`src/sv/crast_pkg.sv`:
```
package crast_pkg;

    localparam int COORD_BITS_DEF = 10;
    localparam int PT_BITS        = 12;
    localparam int PT_IDX_BITS    = 3;
    localparam logic [PT_IDX_BITS-1:0] FIRST_PT_IDX = 3'd0;
    localparam logic [PT_IDX_BITS-1:0] LAST_PT_IDX  = 3'd7;

    // Decision word is six bits wider than a coordinate, offsets one bit wider
    localparam int DEC_EXTRA = 6;
    localparam int OFF_EXTRA = 1;

    localparam logic ACTION_START = 1'b0;
    localparam logic ACTION_STEP  = 1'b1;

    localparam logic MODE_MIDPOINT  = 1'b0;
    localparam logic MODE_BRESENHAM = 1'b1;
    localparam logic MODE_RESET     = MODE_BRESENHAM;

    // Hand-off from the step unit to the point emitter
    typedef struct packed {
        logic push;   // a run of eight points is produced
        logic fin;    // loop condition failed: circle finished with this run
    } run_ctrl_t;

endpackage

```
`src/sv/circle_rasterizer_core.sv`:
```
// Channel   Handshake            Payload
// s_        s_valid / s_ready    s_action, s_center_x, s_center_y, s_radius
// m_        m_valid / m_ready    m_point_x, m_point_y, m_last, m_done_res
// cfg_      cfg_wr_en (no wait)  cfg_wr_data: mode, 1 Bresenham / 0 midpoint
//
// A request that draws gives eight points, one per cycle while m_ready is high,
// and all of them leave through the single output register.
// The step unit updates the circle state in the cycle of acceptance; the run is then
// held for the emitter, so the next request is taken as the eighth point loads.
// A request that draws nothing (zero radius, step while idle) gives no points.
// Reset (aresetn, synchronous) clears the circle state and selects Bresenham.
// A stall on m_ready freezes the current point; s_ready drops until the run drains.
module circle_rasterizer_core
    import crast_pkg::*;
#(
    parameter int COORD_BITS = COORD_BITS_DEF
) (
    input  logic                        aclk,
    input  logic                        aresetn,
    input  logic                        cfg_wr_en,
    input  logic                        cfg_wr_data,
    input  logic                        s_valid,
    output logic                        s_ready,
    input  logic                        s_action,
    input  logic [COORD_BITS-1:0]       s_center_x,
    input  logic [COORD_BITS-1:0]       s_center_y,
    input  logic [COORD_BITS-1:0]       s_radius,
    output logic                        m_valid,
    input  logic                        m_ready,
    output logic signed [PT_BITS-1:0]   m_point_x,
    output logic signed [PT_BITS-1:0]   m_point_y,
    output logic                        m_last,
    output logic                        m_done_res
);

    logic                  mode_reg;
    logic                  s_accept;
    logic                  run_ready;
    run_ctrl_t             run_ctrl;
    logic [COORD_BITS-1:0] run_origin_x, run_origin_y;
    logic [COORD_BITS:0]   run_offset_a, run_offset_b;

    // Decision rule select; the user writes it only while the core is quiet (not enforced here)
    always_ff @(posedge aclk) begin
        if (!aresetn) begin
            mode_reg <= MODE_RESET;
        end else if (cfg_wr_en) begin
            mode_reg <= cfg_wr_data;
        end
    end

    // Take a request whenever the emitter can hold one more run
    assign s_ready  = run_ready;
    assign s_accept = s_valid && s_ready;

    // Advance the circle state and produce the run descriptor
    crast_step #(
        .COORD_BITS (COORD_BITS)
    ) u_step (
        .aclk         (aclk),
        .aresetn      (aresetn),
        .accept       (s_accept),
        .mode         (mode_reg),
        .action       (s_action),
        .center_x     (s_center_x),
        .center_y     (s_center_y),
        .radius       (s_radius),
        .run_ctrl     (run_ctrl),
        .run_origin_x (run_origin_x),
        .run_origin_y (run_origin_y),
        .run_offset_a (run_offset_a),
        .run_offset_b (run_offset_b)
    );

    // Hold the run and send its eight mirror points through the output register
    crast_emit #(
        .COORD_BITS (COORD_BITS)
    ) u_emit (
        .aclk         (aclk),
        .aresetn      (aresetn),
        .run_ctrl     (run_ctrl),
        .run_origin_x (run_origin_x),
        .run_origin_y (run_origin_y),
        .run_offset_a (run_offset_a),
        .run_offset_b (run_offset_b),
        .run_ready    (run_ready),
        .m_valid      (m_valid),
        .m_ready      (m_ready),
        .m_point_x    (m_point_x),
        .m_point_y    (m_point_y),
        .m_last       (m_last),
        .m_done_res   (m_done_res)
    );

endmodule

```
`src/sv/crast_step.sv`:
```
module crast_step
    import crast_pkg::*;
#(
    parameter int COORD_BITS = COORD_BITS_DEF
) (
    input  logic                        aclk,
    input  logic                        aresetn,
    input  logic                        accept,
    input  logic                        mode,
    input  logic                        action,
    input  logic [COORD_BITS-1:0]       center_x,
    input  logic [COORD_BITS-1:0]       center_y,
    input  logic [COORD_BITS-1:0]       radius,
    output run_ctrl_t                   run_ctrl,
    output logic [COORD_BITS-1:0]       run_origin_x,
    output logic [COORD_BITS-1:0]       run_origin_y,
    output logic [COORD_BITS:0]         run_offset_a,
    output logic [COORD_BITS:0]         run_offset_b
);

    localparam int OFF_BITS = COORD_BITS + OFF_EXTRA;
    localparam int DEC_BITS = COORD_BITS + DEC_EXTRA;
    localparam int A_PAD    = DEC_BITS - OFF_BITS - 1;
    localparam int B_PAD    = DEC_BITS - OFF_BITS;
    localparam int R_PAD    = DEC_BITS - COORD_BITS;

    localparam logic [DEC_BITS-1:0] K_ONE   = DEC_BITS'(1);
    localparam logic [DEC_BITS-1:0] K_THREE = DEC_BITS'(3);
    localparam logic [DEC_BITS-1:0] K_SIX   = DEC_BITS'(6);
    localparam logic [DEC_BITS-1:0] K_TEN   = DEC_BITS'(10);

    logic [COORD_BITS-1:0] origin_x_reg, origin_x_next;
    logic [COORD_BITS-1:0] origin_y_reg, origin_y_next;
    logic [OFF_BITS-1:0]   offset_a_reg, offset_a_next;
    logic [OFF_BITS-1:0]   offset_b_reg, offset_b_next;
    logic [DEC_BITS-1:0]   decision_reg, decision_next;
    logic                  busy_reg, busy_next;

    logic [OFF_BITS:0]     a_inc;
    logic [OFF_BITS-1:0]   b_dec_sat;
    logic [DEC_BITS-1:0]   a_w, b_sat_w, r_w;
    logic                  dec_neg, dec_zero;
    logic                  produce;
    logic                  fin;

    assign a_inc     = {1'b0, offset_a_reg} + {{OFF_BITS{1'b0}}, 1'b1};
    assign b_dec_sat = (offset_b_reg != '0) ? offset_b_reg - OFF_BITS'(1) : offset_b_reg;
    assign a_w       = {{A_PAD{1'b0}}, a_inc};
    assign b_sat_w   = {{B_PAD{1'b0}}, b_dec_sat};
    assign r_w       = {{R_PAD{1'b0}}, radius};
    assign dec_neg   = decision_reg[DEC_BITS-1];
    assign dec_zero  = (decision_reg == '0);

    always_comb begin
        origin_x_next = origin_x_reg;
        origin_y_next = origin_y_reg;
        offset_a_next = offset_a_reg;
        offset_b_next = offset_b_reg;
        decision_next = decision_reg;
        produce       = 1'b0;
        if (accept) begin
            if (action == ACTION_START) begin
                if (radius != '0) begin
                    origin_x_next = center_x;
                    origin_y_next = center_y;
                    offset_a_next = '0;
                    offset_b_next = {1'b0, radius};
                    decision_next = (mode == MODE_BRESENHAM) ? K_THREE - (r_w << 1)
                                                             : K_ONE - r_w;
                    produce       = 1'b1;
                end
            end else if (busy_reg) begin
                offset_a_next = a_inc[OFF_BITS-1:0];
                produce       = 1'b1;
                if (mode == MODE_BRESENHAM) begin
                    if (!dec_neg && !dec_zero) begin
                        offset_b_next = b_dec_sat;
                        decision_next = decision_reg + ((a_w - b_sat_w) << 2) + K_TEN;
                    end else begin
                        decision_next = decision_reg + (a_w << 2) + K_SIX;
                    end
                end else begin
                    if (dec_neg) begin
                        decision_next = decision_reg + (a_w << 1) + K_ONE;
                    end else begin
                        offset_b_next = b_dec_sat;
                        decision_next = decision_reg + ((a_w - b_sat_w) << 1) + K_ONE;
                    end
                end
            end
        end
    end

    // Loop test on the offsets this request leaves behind
    assign fin = (mode == MODE_BRESENHAM) ? (offset_b_next < offset_a_next)
                                          : !(offset_a_next < offset_b_next);

    always_comb begin
        if (produce) begin
            busy_next = !fin;
        end else if (accept && action == ACTION_START) begin
            busy_next = 1'b0;
        end else begin
            busy_next = busy_reg;
        end
    end

    always_ff @(posedge aclk) begin
        if (!aresetn) begin
            origin_x_reg <= '0;
            origin_y_reg <= '0;
            offset_a_reg <= '0;
            offset_b_reg <= '0;
            decision_reg <= '0;
            busy_reg     <= 1'b0;
        end else begin
            origin_x_reg <= origin_x_next;
            origin_y_reg <= origin_y_next;
            offset_a_reg <= offset_a_next;
            offset_b_reg <= offset_b_next;
            decision_reg <= decision_next;
            busy_reg     <= busy_next;
        end
    end

    assign run_ctrl.push = produce;
    assign run_ctrl.fin  = fin;
    assign run_origin_x  = origin_x_next;
    assign run_origin_y  = origin_y_next;
    assign run_offset_a  = offset_a_next;
    assign run_offset_b  = offset_b_next;

endmodule

```
`src/sv/crast_emit.sv`:
```
module crast_emit
    import crast_pkg::*;
#(
    parameter int COORD_BITS = COORD_BITS_DEF
) (
    input  logic                        aclk,
    input  logic                        aresetn,
    input  run_ctrl_t                   run_ctrl,
    input  logic [COORD_BITS-1:0]       run_origin_x,
    input  logic [COORD_BITS-1:0]       run_origin_y,
    input  logic [COORD_BITS:0]         run_offset_a,
    input  logic [COORD_BITS:0]         run_offset_b,
    output logic                        run_ready,
    output logic                        m_valid,
    input  logic                        m_ready,
    output logic signed [PT_BITS-1:0]   m_point_x,
    output logic signed [PT_BITS-1:0]   m_point_y,
    output logic                        m_last,
    output logic                        m_done_res
);

    localparam int OFF_BITS = COORD_BITS + OFF_EXTRA;
    localparam int SUM_BITS = (OFF_BITS > PT_BITS) ? OFF_BITS : PT_BITS;

    logic [COORD_BITS-1:0]  org_x_reg, org_y_reg;
    logic [OFF_BITS-1:0]    off_a_reg, off_b_reg;
    logic                   fin_reg;
    logic                   run_valid_reg;
    logic [PT_IDX_BITS-1:0] idx_reg;

    logic                   out_valid_reg;
    logic [PT_BITS-1:0]     pt_x_reg, pt_y_reg;
    logic                   last_reg, done_reg;

    logic                   out_free, load_pt, run_drain;
    logic                   swap, neg_x, neg_y;
    logic [OFF_BITS-1:0]    dx, dy;
    logic [SUM_BITS-1:0]    sum_x, sum_y;

    // Point order: bit 2 swaps the offsets, bit 0 negates x, bit 1 negates y
    assign swap  = idx_reg[2];
    assign neg_x = idx_reg[0];
    assign neg_y = idx_reg[1];
    assign dx    = swap ? off_b_reg : off_a_reg;
    assign dy    = swap ? off_a_reg : off_b_reg;
    assign sum_x = neg_x ? SUM_BITS'(org_x_reg) - SUM_BITS'(dx)
                         : SUM_BITS'(org_x_reg) + SUM_BITS'(dx);
    assign sum_y = neg_y ? SUM_BITS'(org_y_reg) - SUM_BITS'(dy)
                         : SUM_BITS'(org_y_reg) + SUM_BITS'(dy);

    assign out_free  = !out_valid_reg || m_ready;
    assign load_pt   = run_valid_reg && out_free;
    assign run_drain = load_pt && (idx_reg == LAST_PT_IDX);
    assign run_ready = !run_valid_reg || run_drain;

    always_ff @(posedge aclk) begin
        if (!aresetn) begin
            run_valid_reg <= 1'b0;
            idx_reg       <= FIRST_PT_IDX;
        end else if (run_ctrl.push) begin
            run_valid_reg <= 1'b1;
            idx_reg       <= FIRST_PT_IDX;
        end else if (load_pt) begin
            run_valid_reg <= !run_drain;
            idx_reg       <= idx_reg + PT_IDX_BITS'(1);
        end
    end

    always_ff @(posedge aclk) begin
        if (run_ctrl.push) begin
            org_x_reg <= run_origin_x;
            org_y_reg <= run_origin_y;
            off_a_reg <= run_offset_a;
            off_b_reg <= run_offset_b;
            fin_reg   <= run_ctrl.fin;
        end
    end

    always_ff @(posedge aclk) begin
        if (!aresetn) begin
            out_valid_reg <= 1'b0;
        end else if (load_pt) begin
            out_valid_reg <= 1'b1;
        end else if (m_ready) begin
            out_valid_reg <= 1'b0;
        end
    end

    always_ff @(posedge aclk) begin
        if (load_pt) begin
            pt_x_reg <= sum_x[PT_BITS-1:0];
            pt_y_reg <= sum_y[PT_BITS-1:0];
            last_reg <= (idx_reg == LAST_PT_IDX);
            done_reg <= fin_reg;
        end
    end

    assign m_valid    = out_valid_reg;
    assign m_point_x  = $signed(pt_x_reg);
    assign m_point_y  = $signed(pt_y_reg);
    assign m_last     = last_reg;
    assign m_done_res = done_reg;

    a_push_only_when_ready: assert property (@(posedge aclk) disable iff (!aresetn)
        run_ctrl.push |-> run_ready)
        else $error("run pushed while the emitter is still busy");

    a_eighth_is_last: assert property (@(posedge aclk) disable iff (!aresetn)
        run_drain |=> out_valid_reg && last_reg)
        else $error("eighth point of a run not flagged last");

    a_inner_not_last: assert property (@(posedge aclk) disable iff (!aresetn)
        load_pt && (idx_reg != LAST_PT_IDX) |=> out_valid_reg && !last_reg)
        else $error("inner point of a run flagged last");

    a_index_holds: assert property (@(posedge aclk) disable iff (!aresetn)
        run_valid_reg && !run_ctrl.push && !load_pt |=> $stable(idx_reg) && run_valid_reg)
        else $error("point index moved while the output stalls");

endmodule
```
`config.mk`:
```
export PLATFORM = sky130hd
export DESIGN_NAME = circle_rasterizer_core
export DESIGN_NICKNAME = d
export VERILOG_FILES = /design/src/sv/crast_pkg.sv /design/src/sv/circle_rasterizer_core.sv /design/src/sv/crast_step.sv /design/src/sv/crast_emit.sv
export SDC_FILE = /design/constraint.sdc
export NUM_CORES = 1
export LEC_CHECK = 0
export BUFFER_PORTS_ARGS = -buffer_cell sky130_fd_sc_hd__buf_4
export CAP_MARGIN = 20
export CORE_UTILIZATION = 30
export CTS_CLUSTER_DIAMETER = 80
export DETAILED_ROUTE_END_ITERATION = 10
export PLACE_DENSITY = 0.54
export SLEW_MARGIN = 5
export SYNTH_ARGS = -nofsm -noshare
export SYNTH_HDL_FRONTEND = slang
export SYNTH_SLANG_ARGS = --single-unit
export TNS_END_PERCENT = 10
```
`constraint.sdc`:
```
create_clock -name aclk -period 11.8 [get_ports aclk]
set_clock_uncertainty 0.1 [all_clocks]
set_input_delay 1.18 -clock aclk [delete_from_list [all_inputs] [get_ports aclk]]
set_output_delay 1.18 -clock aclk [all_outputs]
set_load 0.005 [all_outputs]
```
# --- Word level (Yosys, flattened, before mapping) ---
# Cells that the tools add are included.
# W data, S select, Z words.
totals:
  ff_bits: 134
  input_bits: 37
  out_inout_bits: 28
  wordCells: 106
classes:
  add_sub_neg: 18
  magnitude_cmp: 2
  n_eq_ne: 2
  mux: 40
  n_bitwise: 2
  reduce_logical: 23
op_table:
  columns: ["cell", "count"]
  rows:
  - ["$mux W11", 14]
  - ["$mux W16", 7]
  - ["$mux W10", 6]
  - ["$add A16 B1 Y16 const B", 2]
  - ["$add A16 B16 Y16", 2]
  - ["$add A10 B11 Y12", 2]
  - ["$mux W12", 2]
  - ["$sub A10 B11 Y12", 2]
  - ["$lt A11 B11 Y1", 2]
  - ["$add A16 B13 Y16", 1]
  - ["$add A16 B14 Y16", 1]
  - ["$add A16 B3 Y16 const B", 1]
  - ["$add A16 B4 Y16 const B", 1]
  - ["$logic_not A16 Y1", 1]
  - ["$sub A12 B11 Y13", 1]
  - ["$add A11 B1 Y12 const B", 1]
  - ["$sub A2 B11 Y12 const A", 1]
  - ["$mux W1", 11]
  - ["$reduce_bool A11 Y1", 1]
  - ["$sub A1 B10 Y11 const A", 1]
  - ["$sub A11 B1 Y11 const B", 1]
  - ["$reduce_bool A10 Y1", 1]
  - ["$reduce_bool A2 Y1", 4]
  - ["$logic_not A1 Y1", 7]
  - ["8 further kinds", 14]

# --- Depth between registers and ports, before layout ---
# Gate-level depths: netlist (run 1).
logic_depth:
  ltp_word: 13
  mapped_depth: 28
  ltp_nobuf: 28

# --- Cells and area by module ---
# A second synthesis (run 1) with hierarchy kept.
hier_totals:
  cells_unflattened: 1296
  area_unflattened_um2: 11521.0
modules_own_cells:
  columns: ["mod", "n_inst", "cells_each", "area_per_inst_um2", "seq_area_each_um2"]
  rows:
  - ["crast_step", 1, 953, 7310.8, 1181.1]
  - ["crast_emit", 1, 339, 4170.2, 2172.1]
  - ["circle_rasterizer_core", 1, 4, 40.0, 20.0]

# --- Worst setup path after synthesis (run 1) ---
# Ideal clock, no wire load.
synth_path:
  path_type: "reg2reg"
  from: "reg u_step.offset_b_reg[3]"
  to: "reg u_step.decision_reg[15]"
  setup_ps: 124
  t_arrival_ps: 5988
  t_required_ps: 11576
  setup_slack_ps: 5588
  stages_incl_launch_ff: 26
  path_buffers: 1
  synth_period_minus_slack_ps: 6212
  cell_sequence: "dfxtp_1 clkbuf_1 or4_1 nor3b_1 nand2_1 or2_2 nand2_1 o21ai_0 fa_1 a211oi_1 nor2_1 and3_1 a221o_1 o211ai_1 and2_1 xnor2_1 ha_1 ha_1 o21ai_0 o21ai_0 o41ai_1 o21ai_0 or2_2 or3b_1 o2111ai_1 a31oi_1"
synth_via:
  elab_chain_len: 9
  word_cells_on_any_way: 13
  classes_between: "add/sub: 6; mux: 6; reduce/logical: 1"
synth_rtl:
  columns: ["element", "line_no", "text"]
  rows:
  - ["from (decl)", "crast_step.sv:35", "logic [OFF_BITS-1:0] offset_b_reg, offset_b_next;"]
  - ["from (signal assigned)", "crast_step.sv:120", "offset_b_reg <= offset_b_next;"]
  - ["$sub A11 B1 Y11 / $reduce_bool A11 Y1 (equally long branches)", "crast_step.sv:47", "assign b_dec_sat = (offset_b_reg != '0) ? offset_b_reg - OFF_BITS'(1) : offset_b_reg;"]
  - ["$mux W11 *", "crast_step.sv:47", null]
  - ["$sub A12 B11 Y13 *", "crast_step.sv:78, crast_step.sv:87", null]
  - ["$add A16 B16 Y16, on equally long branches", "crast_step.sv:87, crast_step.sv:78", null]
  - ["$add A16 B1 Y16 / $add A16 B4 Y16 (equally long branches)", "crast_step.sv:87, crast_step.sv:78", null]
  - ["$mux W16, on equally long branches", "crast_step.sv:83, crast_step.sv:76", null]
  - ["$mux W16 *", "crast_step.sv:75", "if (mode == MODE_BRESENHAM) begin"]
  - ["$mux W16 *", "crast_step.sv:72", "end else if (busy_reg) begin"]
  - ["$mux W16 *", "crast_step.sv:62", "if (action == ACTION_START) begin"]
  - ["to (signal assigned)", "crast_step.sv:121", "decision_reg <= decision_next;"]
  - ["to (decl)", "crast_step.sv:36", "logic [DEC_BITS-1:0] decision_reg, decision_next;"]
# Every way passes the cells marked *; elsewhere a longest branch is shown, timed or not. The select of a mux whose other input is x is not followed.
# A chain may end at the register's enable or synchronous reset.

# --- Final worst setup path (run 1) ---
layout_path:
  from: "reg u_step.offset_b_reg[0]"
  to: "reg u_step.decision_reg[15]"
# Same word-level chain as after synthesis.

==> results of run 1 <==
-- cell type report --
| cell class | count | area (um^2) |
|---|---|---|
| flip-flops and latches | 134 | 3370 |
| multi-input cells | 999 | 7110 |
| inverters | 73 | 274 |
| repair buffers | 70 | 549 |
| clock inverters | 15 | 145 |
| clock buffers | 17 | 425 |
| fillers | 3673 | 23200 |
| well taps | 461 | 577 |
-- how the worst max path moves through the flow --
stage,start,endpoint,cells after the start
6_report,u_step.offset_b_reg[0],u_step.decision_reg[15],27
2_1_floorplan,u_step.offset_b_reg[3],u_step.decision_reg[15],25
5_1_grt,u_step.offset_b_reg[0],u_step.decision_reg[15],27
3_5_place_dp,u_step.offset_b_reg[0],u_step.decision_reg[15],26
3_3_place_gp,u_step.offset_b_reg[0],u_step.decision_reg[15],27
4_1_cts,u_step.offset_b_reg[0],u_step.decision_reg[15],27
-- layer usage --
metal	share of wire	wire length [um]	vias to the layer above	global-route usage
li1	-	-	4605	-
met1	0.47	14500	4329	0.227
met2	0.47	14400	216	0.285
met3	0.036	1110	36	0.0218
met4	0.023	692	0	0.0542
met5	0	0	-	0
-- layout by cell type (no fill, tap or decap), types with 7 or more instances in the layout --
cell type    n
nor2_1     126
ha_1       125
o21ai_0     91
a21oi_1     86
nand2_1     83
inv_1       71
edfxtp_1    69
buf_4       68
dfxtp_1     64
xnor2_1     55
xor2_1      49
and2_1      40
nor3_1      38
mux2i_1     29
mux2_2      27
a211oi_1    22
nand3_1     19
clkbuf_16   17
nand2b_1    14
a31oi_1     14
nor2b_1     13
a21o_1      13
and3_1      11
o21bai_1    11
or3_1        9
o22ai_1      9
o21a_1       8
o211ai_1     8
a21boi_0     7
a2111oi_0    7
fa_1         7
-- stage by stage --
stage          hold WS (ps)  cells  utilization  worst slack [ps]  area (um^2)
3_3_place_gp            322   1735        0.332              5000        11900
5_1_grt                 387   1769        0.349              4180        12500
4_1_cts                 372   1768        0.349              4890        12400
6_report                368   1769        0.349              4880        12500
3_5_place_dp            340   1736        0.333              4910        11900
2_1_floorplan           300   1243            -              5590        10900
-- where the power goes --
part           internal (W)  switching (W)  leakage, nW
Clock              0.000296       0.000246        0.283
Combinational      0.000315       0.000408         3.68
Sequential         0.000534      0.0000328         1.19
Total               0.00114       0.000687         5.15
-- cell families (layout without fill, tap and decap cells) --
group                    Yosys count  in the layout  synth area share
AO/OA/AOI/OAI                    316            316             0.181
XOR/XNOR                         104            104            0.0836
adder cells (fa/ha/maj)          132            132             0.156
buffers and inverters            110            175            0.0380
flip-flops                       134            134             0.309
multiplexers                      60             60            0.0597
AND/OR/NAND/NOR                  387            387             0.172
-- worst max-delay path, stage by stage, from the launching register on --
cell,delay (ps)
dfxtp_1,340
inv_1,80
ha_1,180
nor2b_1,410
nor3b_1,360
nand2_1,150
nor2_1,290
xnor2_1,190
ha_1,190
inv_1,50
fa_1,410
a211oi_1,340
nor2_1,110
and3_1,200
a221o_1,330
o211ai_1,250
and2_1,210
xnor2_1,180
ha_1,290
ha_1,360
o21ai_0,90
o21ai_0,140
o41ai_1,450
o21ai_0,230
or2_2,310
or3b_1,370
o2111ai_1,100
a31oi_1,100
==> summary.txt, run 1 <==
Status
  – Status: finished with violations
  – Failing checks: design-rule violations

Global routing
  – Global-route wire length before repair: 48500 um
  – Largest net degree at the start of global routing: 49
  – Vias in the first global route: 8963
  – Initial antenna violation count: 0
  – Global route total overflow: 0
  – Total GRT Usage: 0.171

Route
  – Drc violations: 21
  – DR WL/cell: 17.3 um
  – Post-DR vias/cell: 5.19
  – WL final: 30700 um
  – Vias: 9186
  – Routed Antenna Nets: 0
  – Detailed Route Iter0 Violations: 697
  – Drt pass-1 iters: 10

Synthesis
  – Post-synth top flop: edfxtp_1
  – Top cells by count, synth: nor2_1 (127), ha_1 (125), o21ai_0 (91)
  – Syn. warnings: 0
  – Yosys reg bits: 134
  – Yosys cell types: 72
  – Sequential share of the synthesized area: 0.309
  – Async S/R FF share, synth: 0
  – Ranking of synthesized cells by area: edfxtp_1 (19%), ha_1 (14%), dfxtp_1 (12%)
  – Synth area leader: edfxtp_1
  – Post-Syn Nets: 1412
  – Synthesized netlist cell count: 1243
  – Number of synthesized flops with an enable pin: 69
  – Most frequent cell after synthesis: nor2_1
  – Area share of the largest cell type after synthesis: 0.190
  – Syn_area_per_cell: 8.77 um^2
  – Post-Syn Area: 0.0109 mm^2

Setup path
  – Reg-to-Reg End: u_step.decision_reg[15]
  – Worst path arrival time: 7140 ps
  – Setup crit start kind: flip-flop
  – Reg2reg path depth: 27
  – CP endpoint kind: flip-flop
  – Max FO, Critical Path: 7
  – Reg2reg setup slack: 4880 ps
  – Worst Path Required: 12020 ps
  – FF-to-FF Start: u_step.offset_b_reg[0]
  – Crit path kind: reg2reg

Pwr
  – Total Power: 0.00183 W
  – Total leakage power: 5.15 nW
  – Peak supply drop: 0.0000742 V
  – Pwr Density: 147 mW/mm^2

Floorplanning
  – Total core area: 0.0357 mm^2
  – Initial Util: 0.306
  – Core Rows: 69
  – Die Y: 193 um
  – Chip width: 193 um
  – Boundary Pins: 65
  – Die ar.: 0.0371 mm^2

Clock tree
  – CTS Hold Buffers Added: 0
  – Clock transition at the registers of the reported paths: 70 ps
  – Clock latency on the worst-skew pair: 430 ps
  – Post-CTS setup buffers: 0
  – CTS Buffer Depth: 2
  – CTS sink cnt: 134
  – # resized after CTS: 0
  – CTS Root Cell: clkbuf_16
  – TritonCTS Buffers: 17
  – CTS tree: built
  – CTS HTree Levels: 4

Timing
  – Final setup viols: 0
  – Final Cycle Share: 0.586
  – Count of pins over their slew limit: 0
  – Rel. slew slack: 0.358
  – Worst Tran Pin Value: 963 ps
  – Fmax: 145 MHz
  – Setup TNS Final: 0 ps
  – Final hold vios: 0
  – RSZ-0062 raised after global routing: no
  – Post-route minimum period: 6920 ps

Finish
  – Ant diodes: 0
  – Nets: 1464
  – Share of cells above drive strength 1: 0.116
  – Max FFs per register: 16
  – P&R area growth vs syn: 14.3%

Run
  – Max cap viols: 0

Placed design
  – PortBufs: 64
  – Hpwl dp: 23300 um
  – Placer Congestion: 0.898

Worst hold path
  – Hold worst-path end: u_emit.m_done_res
  – Hold Path Origin: u_emit.fin_reg
  – Min-Delay Path Class: reg2reg
  – Min-Delay Path Depth: 0
Note: power is estimated with default switching activity, not from simulation.
==> inputs of run 2 (changes only) <==
==> constraint.sdc (replaced) <==
create_clock -name aclk -period 6.9 [get_ports aclk]
set_clock_uncertainty 0.1 [all_clocks]
set_input_delay 0.69 -clock aclk [delete_from_list [all_inputs] [get_ports aclk]]
set_output_delay 0.69 -clock aclk [all_outputs]
set_load 0.005 [all_outputs]
==> run 2 against run 1 <==
Against the previous run:
- the run still ends with design-rule violations left
- sequential power increased by 71%
- setup slack lost 4400 ps
- critical endpoint unchanged
- final cell count is 0.62% higher
- wire length rose by 0.68%
- worst hold slack got worse by 22 ps
==> summary.txt, run 2 (same netlist as run 1, synthesis figures left out) <==
Route
  – DR WL/cell: 17.3 um (about the same)
  – Drc violations: 21 (unchanged)
  – Vias: 9192 (+0.065%)
  – Post-DR vias/cell: 5.16 (-0.55%)
  – WL final: 30900 um (+0.68%)
  – Detailed Route Iter0 Violations: 550 (-21%)
  – Routed Antenna Nets: 0 (unchanged)
  – Drt pass-1 iters: 8 (-2)

Timing
  – Rel. slew slack: 0.467 (+0.109)
  – Final Cycle Share: 0.929 (+0.342)
  – Count of pins over their slew limit: 0 (unchanged)
  – RSZ-0062 raised after global routing: no
  – Post-route minimum period: 6410 ps (-512 ps)
  – Final hold vios: 0 (unchanged)
  – Final WS setup: 493 ps (-4390 ps)
  – Setup TNS Final: 0 ps (unchanged)
  – Fmax: 156 MHz (+8.0%)
  – Final setup viols: 0 (unchanged)
  – Worst Tran Pin Value: 797 ps (-166 ps)

Clock tree
  – TritonCTS Buffers: 17 (unchanged)
  – Post-CTS setup buffers: 0 (unchanged)
  – CTS Hold Buffers Added: 0 (unchanged)
  – Clock latency on the worst-skew pair: 430 ps (about the same)
  – CTS tree: built
  – CTS Root Cell: clkbuf_16
  – CTS HTree Levels: 4 (unchanged)
  – CTS Buffer Depth: 2 (unchanged)
  – # resized after CTS: 0 (unchanged)
  – CTS sink cnt: 134 (unchanged)
  – Clock transition at the registers of the reported paths: 80 ps (about the same)

Pwr
  – Total leakage power: 5.21 nW (+1.1%)
  – Peak supply drop: 0.000167 V (+120%)
  – Pwr Density: 251 mW/mm^2 (+70%)

Setup path
  – Max FO, Critical Path: 6 (-1)
  – FF-to-FF Start: u_step.offset_b_reg[4]
  – Setup crit start kind: flip-flop
  – Reg2reg setup slack: 490 ps (-4390 ps)
  – Worst path arrival time: 6620 ps (-520 ps)
  – Reg2reg path depth: 25 (-7.4%)
  – Critical Path Slowest Stage Cell: or4_1
  – Crit path max-delay family: simple AND/OR/NAND/NOR gates
  – Crit-path max cell delay: 610 ps (+160 ps)
  – Worst Path Required: 7110 ps (-4910 ps)
  – Reg-to-Reg End: u_step.decision_reg[15]
  – Crit path kind: reg2reg
  – Crit-path most repeated cell: o21ai_0
  – CP endpoint kind: flip-flop
  – CP Buf/Inv Count: 1 (-1)

Status
  – Failing checks: design-rule violations
  – Status: finished with violations

Worst hold path
  – Min-Delay Path Class: reg2reg
  – Hold worst-path end: u_emit.m_done_res
  – Hold Path Origin: u_emit.fin_reg
  – Min-Delay Path Depth: 0 (unchanged)

Floorplanning
  – Die Y: 193 um (unchanged)
  – Total core area: 0.0357 mm^2 (unchanged)
  – Chip width: 193 um (unchanged)
  – Core Rows: 69 (unchanged)
  – Die ar.: 0.0371 mm^2 (unchanged)
  – Boundary Pins: 65 (unchanged)
  – Initial Util: 0.306 (unchanged)

Finish
  – Final Util: 0.352 (+0.00291)
  – Ant diodes: 0 (unchanged)
  – Most frequent cells in the layout: nor2_1 (126), ha_1 (125), o21ai_0 (89), a21oi_1 (86), nand2_1 (83)
  – P&R area growth vs syn: 15.3%
  – Max FFs per register: 16 (unchanged)
  – Nets: 1475 (+0.75%)
  – Share of cells above drive strength 1: 0.124 (+0.00813)
  – Most common cell after layout, fill and taps aside: nor2_1

Placed design
  – Hpwl dp: 23600 um (+1.4%)
  – Place WS: 257 ps (-4660 ps)
  – PortBufs: 64 (unchanged)
  – Placer Congestion: 0.891 (-0.81%)

Run
  – Max cap viols: 0 (unchanged)

Global routing
  – Total GRT Usage: 0.170 (-0.00104)
  – Initial antenna violation count: 0 (unchanged)
  – Vias in the first global route: 9010 (+0.52%)
  – Global route total overflow: 0 (unchanged)
  – Largest net degree at the start of global routing: 49 (unchanged)
  – Global-route wire length before repair: 48200 um (-0.57%)
run 2: per-stage QoR:
step                instances  hold slack, ps  power (W)  area [um^2]
floorplan                1243             300    0.00190        10900
global placement         1746             315    0.00221        11900
detailed placement       1747             340    0.00222        12000
CTS                      1779             364    0.00315        12500
global route             1780             379    0.00336        12600
finish                   1780             346    0.00315        12600
run 2: per-layer routing:
metal | global-route usage | part of all wire | wire, um
met4 | 0.0451 | 0.015 | 457
met1 | 0.218 | 0.46 | 14200
met3 | 0.0233 | 0.042 | 1300
met2 | 0.296 | 0.48 | 14900
met5 | 0 | 0 | 0
run 2: report_power, final:
part | switching, W | internal (W)
combinational | 0.000702 | 0.000555
sequential | 0.0000548 | 0.000912
clock | 0.000416 | 0.000508
run 2: worst max path at each step:
stage	from	end	slack, ps	cells after the start
floorplan	u_step.offset_b_reg[3]	u_step.decision_reg[15]	690	25
global placement	u_step.offset_b_reg[4]	u_step.decision_reg[15]	330	25
detailed placement	u_step.offset_b_reg[4]	u_step.decision_reg[15]	260	25
CTS	u_step.offset_b_reg[4]	u_step.decision_reg[15]	230	25
global route	u_step.offset_b_reg[4]	u_step.decision_reg[15]	60	25
finish	u_step.offset_b_reg[4]	u_step.decision_reg[15]	490	25
run 2: layout make-up:
| class | count | area [um^2] |
|---|---|---|
| Fill cell | 3708 | 23100 |
| Multi-Input combinational cell | 999 | 7120 |
| Sequential cell | 134 | 3370 |
| Timing Repair Buffer | 81 | 641 |
| Tap cell | 461 | 577 |
| Clock buffer | 18 | 429 |
| Inverter | 73 | 274 |
| Clock inverter | 14 | 144 |
run 2: worst register-to-register path: stages (launching register included):
cell and delay, ps:
dfxtp_1 380, or4_1 610, nor3b_2 250, nand2_1 130
or2_2 340, nand2_1 100, o21ai_1 110, fa_1 500
a211oi_2 280, nor2_1 80, and3_1 190, a221o_1 330
o211ai_1 250, and2_1 210, xnor2_1 170, ha_1 280
ha_1 350, o21ai_0 90, o21ai_0 130, o41ai_1 270
buf_4 180, o21ai_0 110, or2_2 290, or3b_1 370
o2111ai_1 110, a31oi_1 100
